**config.mk**
```make
export PLATFORM = sky130hd
export DESIGN_NAME = rv32_alu_back
export DESIGN_NICKNAME = d
export VERILOG_FILES = /design/src/rv32im_register_alu_top_macros.svh /design/src/rv32_alu_pkg.sv /design/src/rv32_alu_back.sv
export SDC_FILE = /design/constraint.sdc
export NUM_CORES = 1
export LEC_CHECK = 0
export ABC_AREA = 1
export BUFFER_PORTS_ARGS = -buffer_cell sky130_fd_sc_hd__buf_2
export CORE_ASPECT_RATIO = 1.2
export CORE_MARGIN = 5
export CORE_UTILIZATION = 40
export DETAILED_ROUTE_END_ITERATION = 10
export PLACE_DENSITY = 0.89
export SLEW_MARGIN = 20
export SYNTH_ARGS = -nofsm -noshare
export SYNTH_HDL_FRONTEND = slang
export SYNTH_SLANG_ARGS = --single-unit
```
**constraint.sdc**
```tcl
create_clock -name vclk -period 2.06
set_clock_uncertainty 0.2 [all_clocks]
set_input_delay 0.103 -clock vclk [all_inputs]
set_output_delay 0.103 -clock vclk [all_outputs]
set_load 0.02 [all_outputs]
```
**src/rv32im_register_alu_top_macros.svh**
```systemverilog
// ----------------------------------------------------------------------------
// Assertion macros for the register ALU
// Concurrent assertion wrappers; define NO_ASSERTIONS to drop them.
// ----------------------------------------------------------------------------
`ifndef RV32IM_REGISTER_ALU_TOP_MACROS_SVH
`define RV32IM_REGISTER_ALU_TOP_MACROS_SVH
`ifndef NO_ASSERTIONS
`define ASSERT_IMPL(label, clk, rst_n, ante, cons) \
    label: assert property (@(posedge clk) disable iff (!rst_n) (ante) |-> (cons)) \
        else $error("assertion failed");
`define ASSERT_NEXT(label, clk, rst_n, ante, cons) \
    label: assert property (@(posedge clk) disable iff (!rst_n) (ante) |=> (cons)) \
        else $error("assertion failed");
`else
`define ASSERT_IMPL(label, clk, rst_n, ante, cons)
`define ASSERT_NEXT(label, clk, rst_n, ante, cons)
`endif
`endif

```
**src/rv32_alu_pkg.sv**
```systemverilog
// ----------------------------------------------------------------------------
// Register ALU package
// Operation codes, pipeline sizes and the per-stage item record.
// ----------------------------------------------------------------------------
package rv32_alu_pkg;
    localparam int XLEN   = 32;
    localparam int OPW    = 5;
    // divider retires this many quotient bits per stage
    localparam int DBITS  = 4;
    localparam int DSTAGES = XLEN / DBITS;
    // whole pipeline: operand prep, DSTAGES divide steps, finish
    localparam int NSTAGES = DSTAGES + 2;

    localparam logic [OPW-1:0] OP_ADD    = 5'd0;
    localparam logic [OPW-1:0] OP_SUB    = 5'd1;
    localparam logic [OPW-1:0] OP_SLL    = 5'd2;
    localparam logic [OPW-1:0] OP_SLT    = 5'd3;
    localparam logic [OPW-1:0] OP_SLTU   = 5'd4;
    localparam logic [OPW-1:0] OP_XOR    = 5'd5;
    localparam logic [OPW-1:0] OP_SRL    = 5'd6;
    localparam logic [OPW-1:0] OP_SRA    = 5'd7;
    localparam logic [OPW-1:0] OP_OR     = 5'd8;
    localparam logic [OPW-1:0] OP_AND    = 5'd9;
    localparam logic [OPW-1:0] OP_MUL    = 5'd10;
    localparam logic [OPW-1:0] OP_MULH   = 5'd11;
    localparam logic [OPW-1:0] OP_MULHSU = 5'd12;
    localparam logic [OPW-1:0] OP_MULHU  = 5'd13;
    localparam logic [OPW-1:0] OP_DIV    = 5'd14;
    localparam logic [OPW-1:0] OP_DIVU   = 5'd15;
    localparam logic [OPW-1:0] OP_REM    = 5'd16;
    localparam logic [OPW-1:0] OP_REMU   = 5'd17;

    // item travelling through the divider stages
    typedef struct packed {
        logic [OPW-1:0]  op;
        logic [XLEN-1:0] early;   // result of non-divide ALU or multiply ops
        logic [XLEN-1:0] quo;     // quotient bits / dividend shift
        logic [XLEN:0]   rem;     // partial remainder
        logic [XLEN-1:0] dsr;     // divisor magnitude
        logic            neg_q;
        logic            neg_r;
        logic            dz;      // divide by zero
        logic [XLEN-1:0] a;
    } t_item;
endpackage

```
**src/rv32_alu_back.sv**
```systemverilog
// ----------------------------------------------------------------------------
// Register ALU back stage
// Applies signs and the divide-by-zero rules and selects the result.
// ----------------------------------------------------------------------------
module rv32_alu_back
    import rv32_alu_pkg::*;
(
    input  t_item           i_item,
    output logic [XLEN-1:0] o_result
);
    logic [XLEN-1:0] q;
    logic [XLEN-1:0] rm;

    // fix signs, then divide-by-zero overrides
    always_comb begin
        q  = i_item.neg_q ? (XLEN'(0) - i_item.quo) : i_item.quo;
        rm = i_item.neg_r ? (XLEN'(0) - i_item.rem[XLEN-1:0]) : i_item.rem[XLEN-1:0];
        case (i_item.op)
            OP_DIV, OP_DIVU: o_result = i_item.dz ? '1 : q;
            OP_REM, OP_REMU: o_result = i_item.dz ? i_item.a : rm;
            default:         o_result = i_item.early;
        endcase
    end
endmodule

```
* Yosys cells after proc, flatten, opt, wreduce, memory -nomap -nowiden
Cells that the tools add are included.
** Cells by class
- Order comparisons :: 0
- Div/mod/pow operators :: 0
- Mux-type cells :: 5
- Reductions and logical operators :: 2
- Add/sub/neg operators :: 2
- Bitwise gates (word level) :: 0
- Shift-type cells :: 0
- Multipliers :: 0
- Equal/unequal tests :: 4
** Operator list (count)
- 32-bit 2-to-1 mux :: 4
- 32-bit one-hot mux with 2 select lines :: 1
- 1-bit by 32-bit subtractor with 32-bit output (first input constant) :: 2
- 5-bit by 4-bit equality test with 1-bit output (second input constant) :: 2
- 5-bit equality test (second input constant) :: 2
- 2-bit OR reduction :: 2
** Word-level totals
- Bits in latches :: 0
- Input bits :: 169
- Memory bits (read-only) :: 0
- Memory bits (writable) :: 0
- Output and inout bits :: 32
- Memories :: 0
- Logic and storage cells :: 13
- Register bits :: 0

* Depth between registers and ports, before layout
- Depth in word-level cells :: 4
- Mapped depth :: 11
- Depth with buffers taken out :: 11

* Worst setup path before layout
OpenSTA, ideal clock, no wires.
- Path kind :: input to output
- Start point :: input port i_item[67] in the netlist's numbering
- End point :: output port o_result[28]
- Slack :: 567 ps
- Required time :: 1757 ps
- Data arrival time :: 1190 ps
- Path buffers :: 0
- Stages on the path :: 11
- Cell sequence :: inv_1 ha_1 nand2_4 nor2_8 nor2_2 nor2_4 nand2_1 nand2_1 nand3_1 nand2_1 nand3_1
** Between the ends
- Longest elaborated chain between the ends :: 4
** RTL lines
- start: declaration :: line rv32_alu_back.sv:8 : input t_item i_item,
- 1-bit by 32-bit subtractor with 32-bit output :: line rv32_alu_back.sv:17 : rm = i_item.neg_r ? (XLEN'(0) - i_item.rem[XLEN-1:0]) : i_item.rem[XLEN-1:0];
- 32-bit 2-to-1 mux :: line rv32_alu_back.sv:17
- 32-bit 2-to-1 mux :: line rv32_alu_back.sv:20 : OP_REM, OP_REMU: o_result = i_item.dz ? i_item.a : rm;
- 32-bit one-hot mux with 2 select lines :: line rv32_alu_back.sv:18 : case (i_item.op)
- end: declaration :: line rv32_alu_back.sv:9 : output logic [XLEN-1:0] o_result
No other way between the ends.

* Worst setup path in the final report
- Start point :: input port i_item[67] in the netlist's numbering
- End point :: output port o_result[20]
The elaborated chain is that of the path after synthesis.

==> run metrics <==
status=finished, final reports clean; Post-Syn Instances=665; antenna-violating nets left=0; final setup margin=0.1243 ns; Slew @ Worst Pin=0.6904 ns; relative slew slack=53.86%; setup repair bufs after CTS=0; wire length per cell=13.56 um; Total GRT Usage=24.81%; pre-CTS WS=0.1572 ns; Multi-input gate area=0.002735 mm^2; TritonRoute pass-1 iters=5; core area=0.007317 mm^2; antenna violations before repair=1; Seq/Total Area, Yosys=0%; Setup CP Type=in -> out; vias=4835; die footprint=0.009417 mm^2; I/O Pins=201; GRT overflow=0; Residual DRC=0; routed wire length=12240 um; gpl congestion=0.9955; fin area=0.003940 mm^2; hpwl dp=10320 um; number of global-route vias before repair=4263; commonest non-fill, non-tap cell in the layout=nand2_1; Die Y=105.3 um; PwrDens=192.6 mW/mm^2; # setup viols final=0; commonest cells after routing, fill and taps aside=224 x nand2_1, 167 x buf_2, 119 x nor2_1, 105 x nand3_1, 42 x inv_1; Die X=89.43 um; CP Launch Type=input port; max frequency=516.6 MHz; P_leak=2.097 nW; Syn Nets=836; critical path arrival=1.63 ns; Seq cells=0; fraction of layout cells with a size suffix above 1=26.48%; area fraction of the dominant cell type after synthesis=27.77%; Worst VDD drop=0.1095 mV; Area Growth Syn to Fin=30.12%; nets=985; buffers plus inverters on the worst setup path=3; Syn Std Cell Area=0.003028 mm^2; critical path's largest stage delay=0.29 ns; clock buf count=0; Max Slew Vio Count=0; Ys Warns=0; HP Class=in -> out; Yosys top cell by area=nand2_1; slowest CP cell=o21ai_1; via density per instance=5.354; crit end category=output port; Fin. Hold Viols=0; largest net degree at the start of global routing=62; Period minus WS final=1.936 ns; Final period util=93.96%; Layout Utilization=53.85%; first-pass GRT wire length=19350 um; cell family with most CP delay=simple AND/OR/NAND/NOR gates; Fin Hold WS=0.3402 ns; cells along the critical path=buf_2 -> inv_1 -> ha_1 -> nand2_4 -> nor2_8 -> nand2_2 -> nand2_2 -> a21oi_1 -> o21ai_1 -> nand3_1 -> buf_2; CTS hold repair buffers=0; Cell Rows=34; mean area per synthesized cell=4.553 um^2; synth top area cells=nand2_1 28%, nand3_1 17%, nor2_1 15%, o21ai_0 5.5%, inv_1 5.2%; number of fill cells=793; RSZ-0062 raised after global routing=no; IO Port Bufs=167; Unique masters post-synth=31; Max-Cap Viols=0; Sequential Area=0 um^2; setup TNS=0 ns; Placed Instance Area=0.003938 mm^2; WP data required=1.76 ns; Initial Utilization=41.38%; critical-path maximum fanout=5; PostCTS Resize Cnt=0; Starting DRT DRC Count=278
==> final timing paths <==
check,startpoint,to,slack [ns],cells past startpoint
min,i_item[149],o_result[17],0.34,4
max,i_item[67],o_result[20],0.12,11
==> through the flow <==
stage	cells	power [mW]
5_1_grt	903	0.8408
3_5_place_dp	902	0.7499
4_1_cts	902	0.7525
3_3_place_gp	902	0.7388
6_report	903	0.7588
2_1_floorplan	665	0.4435
==> cells by family after synthesis <==
family | Yosys count | synth area share (%)
buffers and inverters | 73 | 9.917
adder cells (fa/ha/maj) | 2 | 0.8263
AND/OR/NAND/NOR | 509 | 74.26
AO/OA/AOI/OAI | 81 | 15.00
==> metal layers <==
metal / track usage [%] / vias to the layer above / wire, um
met5: 0 / - / 0
met2: 42.26 / 251 / 5891
met3: 3.123 / 26 / 1252
li1: - / 2461 / -
met4: 7.128 / 0 / 344
met1: 32.12 / 2097 / 4756
==> Yosys cell counts <==
master    count
nand2_1     224
nor2_1      120
nand3_1     105
inv_1        42
o21ai_0      33
o21ai_1      16
buf_2        15
a21oi_1      14
nor2_2       13
nand2_2      12
nand3b_1     11
o211ai_1     11
clkbuf_1     10
nor3_1        6
nand4_1       4
a21boi_0      3
inv_2         3
nand2_4       3
or2_1         3
buf_4         2
ha_1          2
nor2_4        2
nor3_2        2
o21ai_2       2
and2_1        1
buf_1         1
nand3_2       1
nor2_8        1
o221ai_1      1
o31ai_1       1
or2_0         1
==> worst min-delay path: stages <==
cell,delay [ns]
buf_2,0.07
nand2_1,0.04
nand3_1,0.06
buf_2,0.15
==> layout make-up <==
class | count | share of cell area (%)
well taps | 90 | 2.858
multi-input cells | 592 | 69.42
inverters | 45 | 4.287
repair buffers | 175 | 23.37
diodes | 1 | 0.06351
==> power breakdown <==
part | switching [mW] | internal [mW] | total (mW)
combinational | 0.470 | 0.289 | 0.759
clock | 0 | 0.0000000654 | 0.0000000654
sequential | 0 | 0 | 0
total | 0.470 | 0.289 | 0.759
(Power assumes the default switching activity.)
