$ cat src/rv32im_register_alu_top_macros.svh
// ----------------------------------------------------------------------------
// Assertion macros for the register ALU
// Concurrent assertion wrappers; define NO_ASSERTIONS to drop them.
// ----------------------------------------------------------------------------
`ifndef RV32IM_REGISTER_ALU_TOP_MACROS_SVH
`define RV32IM_REGISTER_ALU_TOP_MACROS_SVH
`ifndef NO_ASSERTIONS
`define ASSERT_IMPL(label, clk, rst_n, ante, cons) \
    label: assert property (@(posedge clk) disable iff (!rst_n) (ante) |-> (cons)) \
        else $error("assertion failed");
`define ASSERT_NEXT(label, clk, rst_n, ante, cons) \
    label: assert property (@(posedge clk) disable iff (!rst_n) (ante) |=> (cons)) \
        else $error("assertion failed");
`else
`define ASSERT_IMPL(label, clk, rst_n, ante, cons)
`define ASSERT_NEXT(label, clk, rst_n, ante, cons)
`endif
`endif

$ cat src/rv32_alu_pkg.sv
// ----------------------------------------------------------------------------
// Register ALU package
// Operation codes, pipeline sizes and the per-stage item record.
// ----------------------------------------------------------------------------
package rv32_alu_pkg;
    localparam int XLEN   = 32;
    localparam int OPW    = 5;
    // divider retires this many quotient bits per stage
    localparam int DBITS  = 4;
    localparam int DSTAGES = XLEN / DBITS;
    // whole pipeline: operand prep, DSTAGES divide steps, finish
    localparam int NSTAGES = DSTAGES + 2;

    localparam logic [OPW-1:0] OP_ADD    = 5'd0;
    localparam logic [OPW-1:0] OP_SUB    = 5'd1;
    localparam logic [OPW-1:0] OP_SLL    = 5'd2;
    localparam logic [OPW-1:0] OP_SLT    = 5'd3;
    localparam logic [OPW-1:0] OP_SLTU   = 5'd4;
    localparam logic [OPW-1:0] OP_XOR    = 5'd5;
    localparam logic [OPW-1:0] OP_SRL    = 5'd6;
    localparam logic [OPW-1:0] OP_SRA    = 5'd7;
    localparam logic [OPW-1:0] OP_OR     = 5'd8;
    localparam logic [OPW-1:0] OP_AND    = 5'd9;
    localparam logic [OPW-1:0] OP_MUL    = 5'd10;
    localparam logic [OPW-1:0] OP_MULH   = 5'd11;
    localparam logic [OPW-1:0] OP_MULHSU = 5'd12;
    localparam logic [OPW-1:0] OP_MULHU  = 5'd13;
    localparam logic [OPW-1:0] OP_DIV    = 5'd14;
    localparam logic [OPW-1:0] OP_DIVU   = 5'd15;
    localparam logic [OPW-1:0] OP_REM    = 5'd16;
    localparam logic [OPW-1:0] OP_REMU   = 5'd17;

    // item travelling through the divider stages
    typedef struct packed {
        logic [OPW-1:0]  op;
        logic [XLEN-1:0] early;   // result of non-divide ALU or multiply ops
        logic [XLEN-1:0] quo;     // quotient bits / dividend shift
        logic [XLEN:0]   rem;     // partial remainder
        logic [XLEN-1:0] dsr;     // divisor magnitude
        logic            neg_q;
        logic            neg_r;
        logic            dz;      // divide by zero
        logic [XLEN-1:0] a;
    } t_item;
endpackage

$ cat src/rv32_alu_front.sv
// ----------------------------------------------------------------------------
// Register ALU front stage
// Computes the non-divide ALU results, multiplies, and divider operand prep.
// ----------------------------------------------------------------------------
module rv32_alu_front
    import rv32_alu_pkg::*;
(
    input  logic [OPW-1:0]  i_op,
    input  logic [XLEN-1:0] i_a,
    input  logic [XLEN-1:0] i_b,
    output t_item           o_item
);
    logic [4:0]          sh;
    logic [XLEN-1:0]     r;
    logic signed [XLEN:0] ma;
    logic signed [XLEN:0] mb;
    logic signed [2*XLEN+1:0] prod;
    logic                sgn_div;
    logic [XLEN-1:0]     mag_a;
    logic [XLEN-1:0]     mag_b;

    // multiplier operands: extend by sign where the op is signed
    always_comb begin
        ma = {((i_op == OP_MULH) || (i_op == OP_MULHSU)) & i_a[XLEN-1], i_a};
        mb = {(i_op == OP_MULH) & i_b[XLEN-1], i_b};
        prod = ma * mb;
    end

    // pick the non-divide result
    always_comb begin
        sh = i_b[4:0];
        case (i_op)
            OP_ADD:    r = i_a + i_b;
            OP_SUB:    r = i_a - i_b;
            OP_SLL:    r = i_a << sh;
            OP_SLT:    r = {31'd0, $signed(i_a) < $signed(i_b)};
            OP_SLTU:   r = {31'd0, i_a < i_b};
            OP_XOR:    r = i_a ^ i_b;
            OP_SRL:    r = i_a >> sh;
            OP_SRA:    r = XLEN'($signed(i_a) >>> sh);
            OP_OR:     r = i_a | i_b;
            OP_AND:    r = i_a & i_b;
            OP_MUL:    r = prod[XLEN-1:0];
            OP_MULH, OP_MULHSU, OP_MULHU: r = prod[2*XLEN-1:XLEN];
            default:   r = '0;
        endcase
    end

    // divider operands as magnitudes
    always_comb begin
        sgn_div = (i_op == OP_DIV) || (i_op == OP_REM);
        mag_a   = (sgn_div && i_a[XLEN-1]) ? (XLEN'(0) - i_a) : i_a;
        mag_b   = (sgn_div && i_b[XLEN-1]) ? (XLEN'(0) - i_b) : i_b;
        o_item.op    = i_op;
        o_item.early = r;
        o_item.quo   = mag_a;
        o_item.rem   = '0;
        o_item.dsr   = mag_b;
        o_item.neg_q = sgn_div && (i_a[XLEN-1] ^ i_b[XLEN-1]);
        o_item.neg_r = sgn_div && i_a[XLEN-1];
        o_item.dz    = (i_b == '0);
        o_item.a     = i_a;
    end
endmodule

$ cat config.mk
export PLATFORM = sky130hd
export DESIGN_NAME = rv32_alu_front
export DESIGN_NICKNAME = d
export VERILOG_FILES = /design/src/rv32im_register_alu_top_macros.svh /design/src/rv32_alu_pkg.sv /design/src/rv32_alu_front.sv
export SDC_FILE = /design/constraint.sdc
export NUM_CORES = 2
export LEC_CHECK = 0
export ABC_CLOCK_PERIOD_IN_PS = 15200
export BUFFER_PORTS_ARGS = -buffer_cell sky130_fd_sc_hd__buf_2
export CAP_MARGIN = 5
export CORE_AREA = 2 2 286 288
export DETAILED_ROUTE_END_ITERATION = 10
export DIE_AREA = 0 0 288 290
export PLACE_DENSITY = 0.75
export SYNTH_ARGS = -nofsm -noshare
export SYNTH_HDL_FRONTEND = slang
export SYNTH_SLANG_ARGS = --single-unit
$ cat constraint.sdc
create_clock -name vclk -period 15.2
set_clock_uncertainty 0.05 [all_clocks]
set_input_delay 0.76 -clock vclk [all_inputs]
set_output_delay 0.76 -clock vclk [all_outputs]
set_load 0.01 [all_outputs]
**Word-level counts from Yosys, hierarchy flattened**

Index checks and enable logic that the tools add are counted.

- Output and inout bits: 169
- Word-level logic and storage cells: 42
- Input bits: 69
- Register bits: 0

- Bitwise logic cells: 6
- Multiplexer cells: 3
- Order comparisons: 2
- Equality and inequality tests: 15
- Shifts and indexed selects: 3
- Reductions and logical operators: 8
- Multiply operators: 1
- Add/subtract/negate cells: 4

Operators with widths:

| kind | count |
|---|---|
| case mux 32 bit (12 select lines) | 1 |
| < comparator 32 bit | 2 |
| multiplier 33 x 33 -> 64 bit | 1 |
| 2-to-1 mux 32 bit | 2 |
| subtractor 1 x 32 -> 32 bit, first input constant | 2 |
| == test 5 x 4 -> 1 bit, second input constant | 7 |
| adder 32 bit | 1 |
| AND 32 bit | 1 |
| zero test 32 bit | 1 |
| bitwise OR 32 bit | 1 |
| << shifter 32 x 5 -> 32 bit | 1 |
| right shift 32 x 5 -> 32 bit | 1 |
| >>> shifter 32 x 5 -> 32 bit | 1 |
| subtractor 32 bit | 1 |
| bitwise XOR 32 bit | 1 |
| == test 5 x 3 -> 1 bit, second input constant | 4 |
| == test 5 x 2 -> 1 bit, second input constant | 2 |
| == test 5 x 1 -> 1 bit, second input constant | 1 |
| == test 5 bit, second input constant | 1 |
| zero test 5 bit | 1 |
| logical AND 1 bit | 3 |
| OR reduction 3 bit | 1 |
| AND 1 bit | 2 |
| logical OR 1 bit | 2 |
| bitwise XOR 1 bit | 1 |

**Longest topological paths before layout**

- Word-level depth: 5
- Gate-level depth with buffers: 34

**Worst setup path before layout**

Ideal clock, no wire load.

- Path type: input to output
- From: input port i_b[2]
- To: output port o_item[155] in the netlist's numbering
- Setup slack: 5.024 ns
- Cell stages on the path: 30
- Data arrival time: 9.366 ns
- Cell sequence: inv_1 > buf_2 > buf_1 > buf_1 > clkbuf_1 > nor3_1 > fa_1 > inv_1 > fa_1 > inv_1 > fa_1 > inv_1 > fa_1 > inv_1 > fa_1 > fa_1 > fa_1 > inv_1 > fa_1 > inv_1 > ha_1 > clkbuf_1 > a21oi_1 > o21bai_1 > a21oi_1 > o21ai_0 > a221o_1 > a221oi_1 > o221ai_1 > a41o_1

RTL lines:

| item | RTL line | RTL |
|---|---|---|
| from (decl) | rv32_alu_front.sv:10 | `input logic [XLEN-1:0] i_b,` |
| to (decl) | rv32_alu_front.sv:11 | `output t_item o_item` |

==> reports/results.tsv <==
stage	metric	value	unit
yosys	netlist_instances	5878	
grt	grt_pass1_vias	45292	
setup_path	crit_path_end_kind	primary output	
yosys	synth.area.top_cells	fa_1 (47%), inv_1 (10%), ha_1 (8.1%), nand2_1 (7.1%), nor2_1 (4.1%)	
yosys	yosysSeqAreaShare	0	%
setup_path	crit_path_max_fanout	24	
yosys	muxShareOfSynthArea	2.53	%
route	dr.max_layer_used	met5	
route	drc_errors	0	
route	detail-route-antenna-nets	0	
sta	fin_setup_tns	0	ns
layout	seq_area	0	um2
yosys	yosys.area.top_type	fa_1	
yosys	synthAdderAreaFrac	55.2	%
yosys	syn-cell-area	47900	um2
clock_network	post_cts_buffers	0	
sta	fin_ws	3.31	ns
yosys	ys_warn_count	0	
route	routed-wl-met2	86.2	mm
yosys	ys_top_cells_by_count	inv_1 (1276), fa_1 (1127), nand2_1 (901)	
setup_path	setup.worst_path.start_class	input port	
grt	gr-total-overflow	0	
sta	slew_violations	0	
placed_design	place.gp.congestion	1.12	
yosys	yosysTopAreaCellShare	47.1	%
floorplan	die_area	83500	um2
setup_path	required	14.39	ns
layout	nFillCells	7202	
floorplan	fp-row-count	104	
placed_design	dp.cells	6846	
hold_path	hp-class	input port to primary output	
layout	fin_nets	7295	
yosys	avgSynthCellArea	8.15	um2
layout	instances_no_fill	6854	
route	dr.pass1.iters	9	
outcome	status	complete, no violations	
placed_design	io_buffers	205	
yosys	yosysMostFrequentCell	inv_1	
floorplan	io_pins	238	
route	drtIter0Drc	5202	
grt	grt_pass1_wl	299	mm
clock_network	cts.hold.buffers_added	0	
grt	grt.total_usage	49.4	%
grt	grt_start_max_net_pins	80	
yosys	synth-xor-area-share	2.43	%
route	wl	203	mm
route	wl_per_cell	29.7	um
setup_path	path_class	input port to primary output	
sta	setup_viol_count_final	0	
flow_run	maxCapViolations	0	
route	viasPerCell	6.35	
layout	drive_gt1_share	7.02	%
floorplan	start_util	59.7	%
route	met3_length	27.9	mm
layout	design.seq.count	0	
layout	nClkBuffers	0	
sta	fmax	84.1	MHz
sta	period_needed	11.89	ns
grt	antenna_found_initial	12	
clock_network	cts_resized	0	
sta	maxSlewHeadroom	19.2	%
sta	tightest_slew	1.18	ns
sta	grt_setup_unrepaired	false	
floorplan	die_w	288	um
setup_path	slowest_delay	0.86	ns
yosys	synth_cell_types	95	
floorplan	die_h	290	um
route	drt-met1-wl	69.0	mm
layout	utilization	61.5	%
setup_path	crit_slowest_cell	fa_1	
sta	post-route-period-util	78.2	%
yosys	synth_top_family_by_area	adder cells	
yosys	synth_compound_area_share	10.8	%
layout	multi_input_area	41200	um2
setup_path	worstPathArrival	11.08	ns
route	vias	43550	
yosys	synthSimpleGateAreaFrac	14.7	%
sta	hold_viol	0	
floorplan	core-area	80200	um2
placed_design	post-place-ws	3.40	ns
placed_design	dpl.hpwl	156	mm
layout	syn_to_final_growth	2.88	%
setup_path	crit_top_cell	fa_1	
placed cells by master, fill, tap and decap left out, types with 17 or more instances in the layout:
master and n:
nand2b_1 17, a21oi_1 202, inv_1 1274, and3_1 22, buf_2 203, mux2i_1 50, fa_1 1127, nand3_1 37
a221oi_1 36, or3_1 18, nor2_1 527, xnor2_1 113, nand2_1 901, o21ai_0 174, a21o_1 46, o211ai_1 42
o221ai_1 23, conb_1 33, nand4_1 31, nor3_1 51, o21bai_1 18, o31ai_1 20, ha_1 311, xor2_1 20
mux4_2 24, a211oi_1 29, a31oi_1 28, buf_4 113
kinds of logic (layout without fill, tap and decap cells):
group                    count (synthesis)  after routing
AO/OA/AOI/OAI                          781            781
XOR/XNOR                               133            133
adder cells (fa/ha/maj)               1438           1438
buffers and inverters                 1740           1616
multiplexers                            89             89
other                                    1             41
AND/OR/NAND/NOR                       1696           1696
layer usage:
layer / track usage, % / vias to the layer above
met1: 61.0 / 21638
met4: 37.4 / 12
met2: 72.2 / 3258
met3: 15.8 / 973
met5: 0 / -
li1: - / 17669
critical path: cells and delay by family:
| kind | cells | cell delay [ns] |
|---|---|---|
| buf+inv | 8 | 1.66 |
| compound gates | 10 | 1.93 |
| fa+ha+maj | 9 | 5.16 |
| simple gates | 5 | 1.53 |
per-stage QoR:
stage               hold slack, ns  instance area, um2
global route                  1.75               49200
global placement              1.75               49200
CTS                           1.75               49200
finish                        1.75               49300
detailed placement            1.75               49200
floorplan                     1.56               48000
final timing paths:
check | startpoint | endpoint | cells past startpoint | slack, ns
setup / recovery | i_op[0] | o_item[162] | 32 | 3.31
hold / removal | i_a[3] | o_item[3] | 2 | 1.75
final cells by class:
| cell class | instances | share of cell area [%] |
|---|---|---|
| Tap cell | 1060 | 2.69 |
| Antenna cell | 8 | 0.0406 |
| Inverter | 1299 | 9.91 |
| Multi-Input combinational cell | 4170 | 83.5 |
| Timing Repair Buffer | 317 | 3.82 |
