## src/rv32im_register_alu_top_macros.svh

```systemverilog
// ----------------------------------------------------------------------------
// Assertion macros for the register ALU
// Concurrent assertion wrappers; define NO_ASSERTIONS to drop them.
// ----------------------------------------------------------------------------
`ifndef RV32IM_REGISTER_ALU_TOP_MACROS_SVH
`define RV32IM_REGISTER_ALU_TOP_MACROS_SVH
`ifndef NO_ASSERTIONS
`define ASSERT_IMPL(label, clk, rst_n, ante, cons) \
    label: assert property (@(posedge clk) disable iff (!rst_n) (ante) |-> (cons)) \
        else $error("assertion failed");
`define ASSERT_NEXT(label, clk, rst_n, ante, cons) \
    label: assert property (@(posedge clk) disable iff (!rst_n) (ante) |=> (cons)) \
        else $error("assertion failed");
`else
`define ASSERT_IMPL(label, clk, rst_n, ante, cons)
`define ASSERT_NEXT(label, clk, rst_n, ante, cons)
`endif
`endif

```

## src/rv32_alu_pkg.sv

```systemverilog
// ----------------------------------------------------------------------------
// Register ALU package
// Operation codes, pipeline sizes and the per-stage item record.
// ----------------------------------------------------------------------------
package rv32_alu_pkg;
    localparam int XLEN   = 32;
    localparam int OPW    = 5;
    // divider retires this many quotient bits per stage
    localparam int DBITS  = 4;
    localparam int DSTAGES = XLEN / DBITS;
    // whole pipeline: operand prep, DSTAGES divide steps, finish
    localparam int NSTAGES = DSTAGES + 2;

    localparam logic [OPW-1:0] OP_ADD    = 5'd0;
    localparam logic [OPW-1:0] OP_SUB    = 5'd1;
    localparam logic [OPW-1:0] OP_SLL    = 5'd2;
    localparam logic [OPW-1:0] OP_SLT    = 5'd3;
    localparam logic [OPW-1:0] OP_SLTU   = 5'd4;
    localparam logic [OPW-1:0] OP_XOR    = 5'd5;
    localparam logic [OPW-1:0] OP_SRL    = 5'd6;
    localparam logic [OPW-1:0] OP_SRA    = 5'd7;
    localparam logic [OPW-1:0] OP_OR     = 5'd8;
    localparam logic [OPW-1:0] OP_AND    = 5'd9;
    localparam logic [OPW-1:0] OP_MUL    = 5'd10;
    localparam logic [OPW-1:0] OP_MULH   = 5'd11;
    localparam logic [OPW-1:0] OP_MULHSU = 5'd12;
    localparam logic [OPW-1:0] OP_MULHU  = 5'd13;
    localparam logic [OPW-1:0] OP_DIV    = 5'd14;
    localparam logic [OPW-1:0] OP_DIVU   = 5'd15;
    localparam logic [OPW-1:0] OP_REM    = 5'd16;
    localparam logic [OPW-1:0] OP_REMU   = 5'd17;

    // item travelling through the divider stages
    typedef struct packed {
        logic [OPW-1:0]  op;
        logic [XLEN-1:0] early;   // result of non-divide ALU or multiply ops
        logic [XLEN-1:0] quo;     // quotient bits / dividend shift
        logic [XLEN:0]   rem;     // partial remainder
        logic [XLEN-1:0] dsr;     // divisor magnitude
        logic            neg_q;
        logic            neg_r;
        logic            dz;      // divide by zero
        logic [XLEN-1:0] a;
    } t_item;
endpackage

```

## src/rv32_alu_divstep.sv

```systemverilog
// ----------------------------------------------------------------------------
// Register ALU divide step
// Retires DBITS quotient bits by restoring division.
// ----------------------------------------------------------------------------
module rv32_alu_divstep
    import rv32_alu_pkg::*;
(
    input  t_item i_item,
    output t_item o_item
);
    logic [XLEN:0]   rm;
    logic [XLEN-1:0] q;
    logic [XLEN:0]   diff;

    // shift one dividend bit into the remainder, subtract if it fits
    always_comb begin
        o_item = i_item;
        rm = i_item.rem;
        q  = i_item.quo;
        for (int k = 0; k < DBITS; k++) begin
            rm   = {rm[XLEN-1:0], q[XLEN-1]};
            q    = {q[XLEN-2:0], 1'b0};
            diff = rm - {1'b0, i_item.dsr};
            if (!diff[XLEN]) begin
                rm   = diff;
                q[0] = 1'b1;
            end
        end
        o_item.rem = rm;
        o_item.quo = q;
    end
endmodule

```

## config.mk

```make
export PLATFORM = sky130hd
export DESIGN_NAME = rv32_alu_divstep
export DESIGN_NICKNAME = d
export VERILOG_FILES = /design/src/rv32im_register_alu_top_macros.svh /design/src/rv32_alu_pkg.sv /design/src/rv32_alu_divstep.sv
export SDC_FILE = /design/constraint.sdc
export NUM_CORES = 1
export LEC_CHECK = 0
export ABC_CLOCK_PERIOD_IN_PS = 13200
export BUFFER_PORTS_ARGS = -buffer_cell sky130_fd_sc_hd__buf_2
export CORE_AREA = 2 2 145 147
export DETAILED_ROUTE_END_ITERATION = 10
export DIE_AREA = 0 0 147 149
export PLACE_DENSITY = 0.78
export RECOVER_POWER = 100
export SLEW_MARGIN = 0
export SYNTH_ARGS = -nofsm -noshare
export SYNTH_HDL_FRONTEND = slang
export SYNTH_SLANG_ARGS = --single-unit
export TNS_END_PERCENT = 1
```

## constraint.sdc

```tcl
create_clock -name vclk -period 13.2
set_input_delay 0.66 -clock vclk [all_inputs]
set_output_delay 0.66 -clock vclk [all_outputs]
set_load 0.1 [all_outputs]
```

### Yosys cells after proc, flatten, opt, wreduce, memory -nomap -nowiden

Cells that the tools add are included.

* register bits after elaboration: 0
* logic and storage cells: 12

* add/sub/neg operators: 4
* multiplexer cells: 8

Operators with widths (count)
* $sub 33x32->33: 4
* $mux 32: 3
* $mux 33: 1
* $mux 1: 4

### Logic depth before layout (Yosys ltp)

Gate-level depths: netlist of the first run.

* depth after elaboration: 8
* gate-level depth with buffers: 63
* depth with buffers taken out: 57

### Least setup slack after synthesis of the first run

Ideal clock, no wire load.

* path kind: input to output
* start: input i_item[131] (netlist bit)
* end: output o_item[68] (netlist bit)
* data arrival time: 16.176 ns
* slack: -3.636 ns
* stages on the path: 56
* path buffers: 9
* cell sequence: inv_1 ha_1 inv_1 fa_1 a211oi_1 o211ai_2 a2111oi_2 o21ai_1 a21o_1 a21o_1 and3_1 inv_2 buf_1 clkbuf_1 a21o_1 ha_1 nor2b_1 o31a_1 (+20 left out) nand3_1 buf_2 nand2_2 inv_1 a21o_1 ha_1 and4_1 a21o_1 a211oi_1 o311ai_0 nand2_1 o21ai_0 a221o_1 a21o_1 ha_1 clkbuf_1 clkbuf_1 o31ai_1

RTL lines
* start: declaration: line rv32_alu_divstep.sv:8 `input t_item i_item,`
* end: declaration: line rv32_alu_divstep.sv:9 `output t_item o_item`

==> results of run 1 <==
-- worst max-delay path by stage --
stage	startpoint	end	slack, ns	depth (start not counted)
2_1_floorplan	i_item[131]	o_item[82]	-0.25	57
3_3_place_gp	i_item[131]	o_item[90]	0.07	56
3_5_place_dp	i_item[131]	o_item[90]	-0.06	55
4_1_cts	i_item[131]	o_item[90]	0.01	56
5_1_grt	i_item[131]	o_item[90]	-0.17	58
6_report	i_item[131]	o_item[90]	0.24	56
-- synth_stat cells (all sizes together) (30+ instances only) --
cell type  instances  area share
a21o              78       0.060
a21oi            132       0.068
a31oi             30       0.020
buf              149        0.11
clkbuf            35       0.013
ha               129        0.16
inv               92       0.035
nand2            119       0.046
nand3             30       0.015
nand4             35       0.022
nor2              87       0.033
o21ai             98       0.050
xnor2             78       0.070
-- layout make-up --
class              count  area, um2  area share
inverters             93      360.3     0.03167
multi-input cells   1172       8766      0.7704
well taps            275      344.1     0.03024
repair buffers       237       1908      0.1677
-- cell usage in the layout, fill, tap and decap left out, types with 9 or more instances in the layout --
cell,n
inv_1,90
ha_1,119
buf_2,72
clkbuf_1,36
o21ai_1,11
nor2_1,86
nand2_1,116
o21bai_1,13
xor2_1,27
and2_1,10
and3_1,12
buf_4,90
or2_2,10
nand3_1,28
o211ai_1,17
xnor2_1,76
nand2b_1,29
a32oi_1,10
mux2_2,13
nand4_1,35
a31oi_1,26
a211oi_1,9
o21a_1,24
buf_12,32
o21ai_0,82
o31ai_1,14
nor2b_1,16
nor3_1,23
a21o_1,77
a21oi_1,123
-- cell families after synthesis --
kind of cell / share of synthesized area
muxes: 0.03081
xor gates and xnor gates: 0.09486
adders and majority gates: 0.1731
buffers and inverters: 0.1585
and+or+nand+nor: 0.2022
AOI/OAI and AO/OA: 0.3404
-- worst max-delay path: cells and delay by family --
kind	cells	cell delay, ns
xor gates and xnor gates	1	0.25
buffers and inverters	9	1.16
adders and majority gates	6	1.62
and+or+nand+nor	8	1.73
AOI/OAI and AO/OA	32	6.87
-- per-layer routing --
metal / vias up / share of wire
met5: - / 0
met4: 0 / 0.045
met2: 440 / 0.50
met1: 5061 / 0.40
met3: 89 / 0.054
li1: 5280 / -
-- repair_timing --
action / CTS / global route
resized for setup: 5 / 50
endpoints found under the setup margin: 14 / 34
gates cloned: 0 / 1
buffers inserted: 2 / 25
pin swaps: 2 / 26
-- metrics by stage --
stage | instance area (um2) | TNS, ns
floorplan | 10250 | -1.829
global placement | 10950 | 0
detailed placement | 10950 | -0.1730
CTS | 11000 | 0
global route | 11380 | -0.8839
finish | 11380 | 0
==> out/qor.txt, run 1 <==
outcome - finished, final reports clean
Post-Route WL - 32320 um
busiest metal layer after global routing - met2
starting density of the core - 0.4761
Diodes inserted - 0
total I/O pin count - 338
Seq/Total Area, Yosys - 0
headroom to the max-slew limit - 0.1979
most numerous cell on the critical path - a21o_1
number of global-route vias before repair - 9953
Std-Cell Core Area - 0.02056 mm2
met1 usage - 0.3251
count of flip-flops and latches - 0
Global Route met2 Usage - 0.5007
drt drc - 0
DRT antenna net count - 0
maximum number of pins on one net before global-route repair - 29
hold path startpoint - i_item[106]
final-report setup violation count - 0
Mapped Nets - 1751
highest-delay cell along the critical path - or4_1
Routed WL per cell - 18.19 um
weighted congestion reported at the end of routability-driven placement - 0.9786
vias per cell - 6.117
Worst setup SP type - input port
syn_area_per_cell - 6.754 um2
count of buffers inserted at the top-level ports - 137
final count of pins violating max slew - 0
Vias - 10870
dpl hpwl - 26620 um
area overhead of the layout relative to synthesis - 16.26%
number of clock buffer instances in the layout - 0
count of filler cells inserted in the layout - 2017
post-layout minimum cycle time - 12.96 ns
Worst EP required - 12.54 ns
die outline height - 149 um
ratio of cells with drive above 1 in the final layout - 0.2071
placed cells - 1749
type of the worst min-delay path - in -> out
number of antenna violations at the first check in global routing - 0
number of hold violations in the final report - 0
critical path start-end classification - in -> out
cell area after synthesis - 0.009787 mm2
flip-flop and latch area - 0 um2
Post-Place Setup Slack - -0.06337 ns
Critical Path Max Stage Delay - 0.52 ns
highest net fanout along the worst path - 11
worst hold endpoint - o_item[110]
global-route wire length before repair - 48960 um
final cell count without fillers - 1777
top achievable clock speed - 77.18 MHz
post-cts hold buffer count - 0
Post-Route Hold Slack - 1.320 ns
router iterations before antenna repair - 5
horizontal extent of the die - 147 um
count of yosys warnings during synthesis - 0
initial detailed-routing violation count - 780
gr usage total - 0.2709
Layout Utilization - 0.5535
slew at the pin with the worst max-slew slack - 1.208 ns
post-route worst setup slack - 0.2441 ns
number of distinct library cells after synthesis - 74
maximum capacitance violations - 0
Crit path arrival time - 12.30 ns
crit end category - output pin
ratio of final minimum period to clock period - 0.9815
Final nets - 1806
synthesized instance count - 1449
area of the die - 0.02190 mm2
met3 track demand over resource - 0.01713
Cells on Worst Hold Path - 0
remaining global-route overflow - 0
Site Rows - 53
Power of run 1 is left out: the tool's default activity adds up to more than one toggle a clock period on the data nets, which glitch-free logic cannot reach.
==> run 2: changes to the inputs <==
==> constraint.sdc (replaced) <==
create_clock -name vclk -period 13.2
set_input_delay 3.3 -clock vclk [all_inputs]
set_output_delay 3.3 -clock vclk [all_outputs]
set_load 0.1 [all_outputs]
==> run 2 against run 1 <==
Against the previous run:
- the flow now finishes with violations (DRC, setup timing)
- core utilization is 20 points higher
- non-clock buffer count is 482 higher
- via count is 24% higher
- flip-flop and latch count stayed put
- first-iteration DRC count is 24% higher
- sequential share of layout area stayed put
- global-route usage is 10 points higher
- setup slack worse by 4.7 ns
- maximum frequency is 27% lower
- critical path depth is 3 higher
- critical path type unchanged
==> out/qor.txt, run 2 (synthesis gave the netlist of run 1 again) <==
Final nets - 2288 (was 1806)
sum of buffers and inverters on the critical path - 12 (was 9)
most numerous cell on the critical path - a21o_1 (unchanged)
flip-flop and latch area - 0 um2 (unchanged)
Diodes inserted - 0 (unchanged)
final-report setup violation count - 35 (was 0)
area overhead of the layout relative to synthesis - 57.27% (was 16.26%)
Layout Utilization - 0.7488 (was 0.5535)
number of antenna violations at the first check in global routing - 0 (unchanged)
count of flip-flops and latches - 0 (unchanged)
maximum number of pins on one net before global-route repair - 29 (unchanged)
weighted congestion reported at the end of routability-driven placement - 1.031 (was 0.9786)
die outline height - 149 um (unchanged)
number of global-route vias before repair - 13830 (was 9953)
area of the die - 0.02190 mm2 (unchanged)
crit end category - output pin (unchanged)
headroom to the max-slew limit - 0.2169 (was 0.1979)
kind of cell adding the most delay to the critical path - compound AO/OA/AOI/OAI gates (unchanged)
maximum capacitance violations - 0 (unchanged)
most common cell after layout, fill and taps aside - buf_4 (was a21oi_1)
number of clock buffer instances in the layout - 0 (unchanged)
starting density of the core - 0.4761 (unchanged)
post-layout minimum cycle time - 17.65 ns (was 12.96 ns)
critical path start-end classification - in -> out (unchanged)
remaining global-route overflow - 0 (unchanged)
violations in the final reports - DRC, setup timing
initial detailed-routing violation count - 967 (was 780)
count of buffers inserted at the top-level ports - 137 (unchanged)
post-cts hold buffer count - 0 (unchanged)
vias per cell - 5.956 (was 6.117)
met3 track demand over resource - 0.04220 (was 0.01713)
ratio of cells with drive above 1 in the final layout - 0.4178 (was 0.2071)
DRT antenna net count - 0 (unchanged)
Std-Cell Core Area - 0.02056 mm2 (unchanged)
dpl hpwl - 33880 um (was 26620 um)
Routed WL per cell - 18.79 um (was 18.19 um)
highest-delay cell along the critical path - or3_4 (was or4_1)
Post-Place Setup Slack - -4.719 ns (was -0.06337 ns)
post-detailed-placement cell area - 0.01467 mm2 (was 0.01095 mm2)
Post-Route WL - 42460 um (was 32320 um)
router iterations before antenna repair - 9 (was 5)
ratio of final minimum period to clock period - 1.337 (was 0.9815)
Vias - 13450 (was 10870)
total I/O pin count - 338 (unchanged)
total non-filler cell area in the finished layout - 0.01539 mm2 (was 0.01138 mm2)
number of hold violations in the final report - 0 (unchanged)
gr usage total - 0.3758 (was 0.2709)
horizontal extent of the die - 147 um (unchanged)
post-route worst setup slack - -4.449 ns (was 0.2441 ns)
met1 usage - 0.3989 (was 0.3251)
most used cells in the layout excluding fill and tap cells - 559 x buf_4, 118 x a21oi_1, 117 x ha_1, 115 x nand2_1, 87 x inv_1 (was 123 x a21oi_1, 119 x ha_1, 116 x nand2_1, 90 x inv_1, 90 x buf_4)
busiest metal layer after global routing - met2 (unchanged)
Total Negative Setup Slacks - -149.67 ns (was 0 ns)
Crit path arrival time - 14.35 ns (was 12.30 ns)
Global Route met2 Usage - 0.6859 (was 0.5007)
RSZ-0062 raised after global routing - true
global-route wire length before repair - 67050 um (was 48960 um)
top achievable clock speed - 56.66 MHz (was 77.18 MHz)
type of the worst min-delay path - in -> out (unchanged)
drt drc - 1 (was 0)
outcome - finished, violations left (was finished, final reports clean)
Critical Path Max Stage Delay - 0.44 ns (was 0.52 ns)
Worst setup SP type - input port (unchanged)
final count of pins violating max slew - 0 (unchanged)
Worst EP required - 9.90 ns (was 12.54 ns)
slew at the pin with the worst max-slew slack - 1.180 ns (was 1.208 ns)
Site Rows - 53 (unchanged)
highest net fanout along the worst path - 10 (was 11)
## run 2: what timing repair did
action / 4_1_cts / 5_1_grt
hold endpoints to repair: 0 / 0
gates resized for setup: 107 / 7
cloned: 2 / 0
buffers inserted: 27 / 2
pin swaps: 56 / 4
setup endpoints to repair: 35 / 35
## run 2: stage by stage
stage                     hold WS, ns  instances
final                           6.600       2259
after detailed placement        6.601       2230
after global placement          6.601       2230
after floorplan                 6.812       1449
after global routing            6.600       2259
after CTS                       6.601       2257
## run 2: final cells by class
type                            instances  area, um2
Multi-Input combinational cell       1172       8954
Inverter                               93      372.9
Timing Repair Buffer                  719       5722
Tap cell                              275      344.1
Fill cell                            1512       5165
## run 2: path summary, 6_finish.rpt
| path | start | endpoint | cells past startpoint |
|---|---|---|---|
| hold / removal | i_item[0] | o_item[0] | 0 |
| setup / recovery | i_item[131] | o_item[92] | 59 |
## run 2: per-layer routing
metal	share of wire	wire length (um)	vias to the layer above
met5	0	0	-
met4	0.087	3707	0
met3	0.069	2940	257
met2	0.49	20680	729
met1	0.36	15130	6214
li1	-	-	6254
Power of run 2 is left out for the same reason.
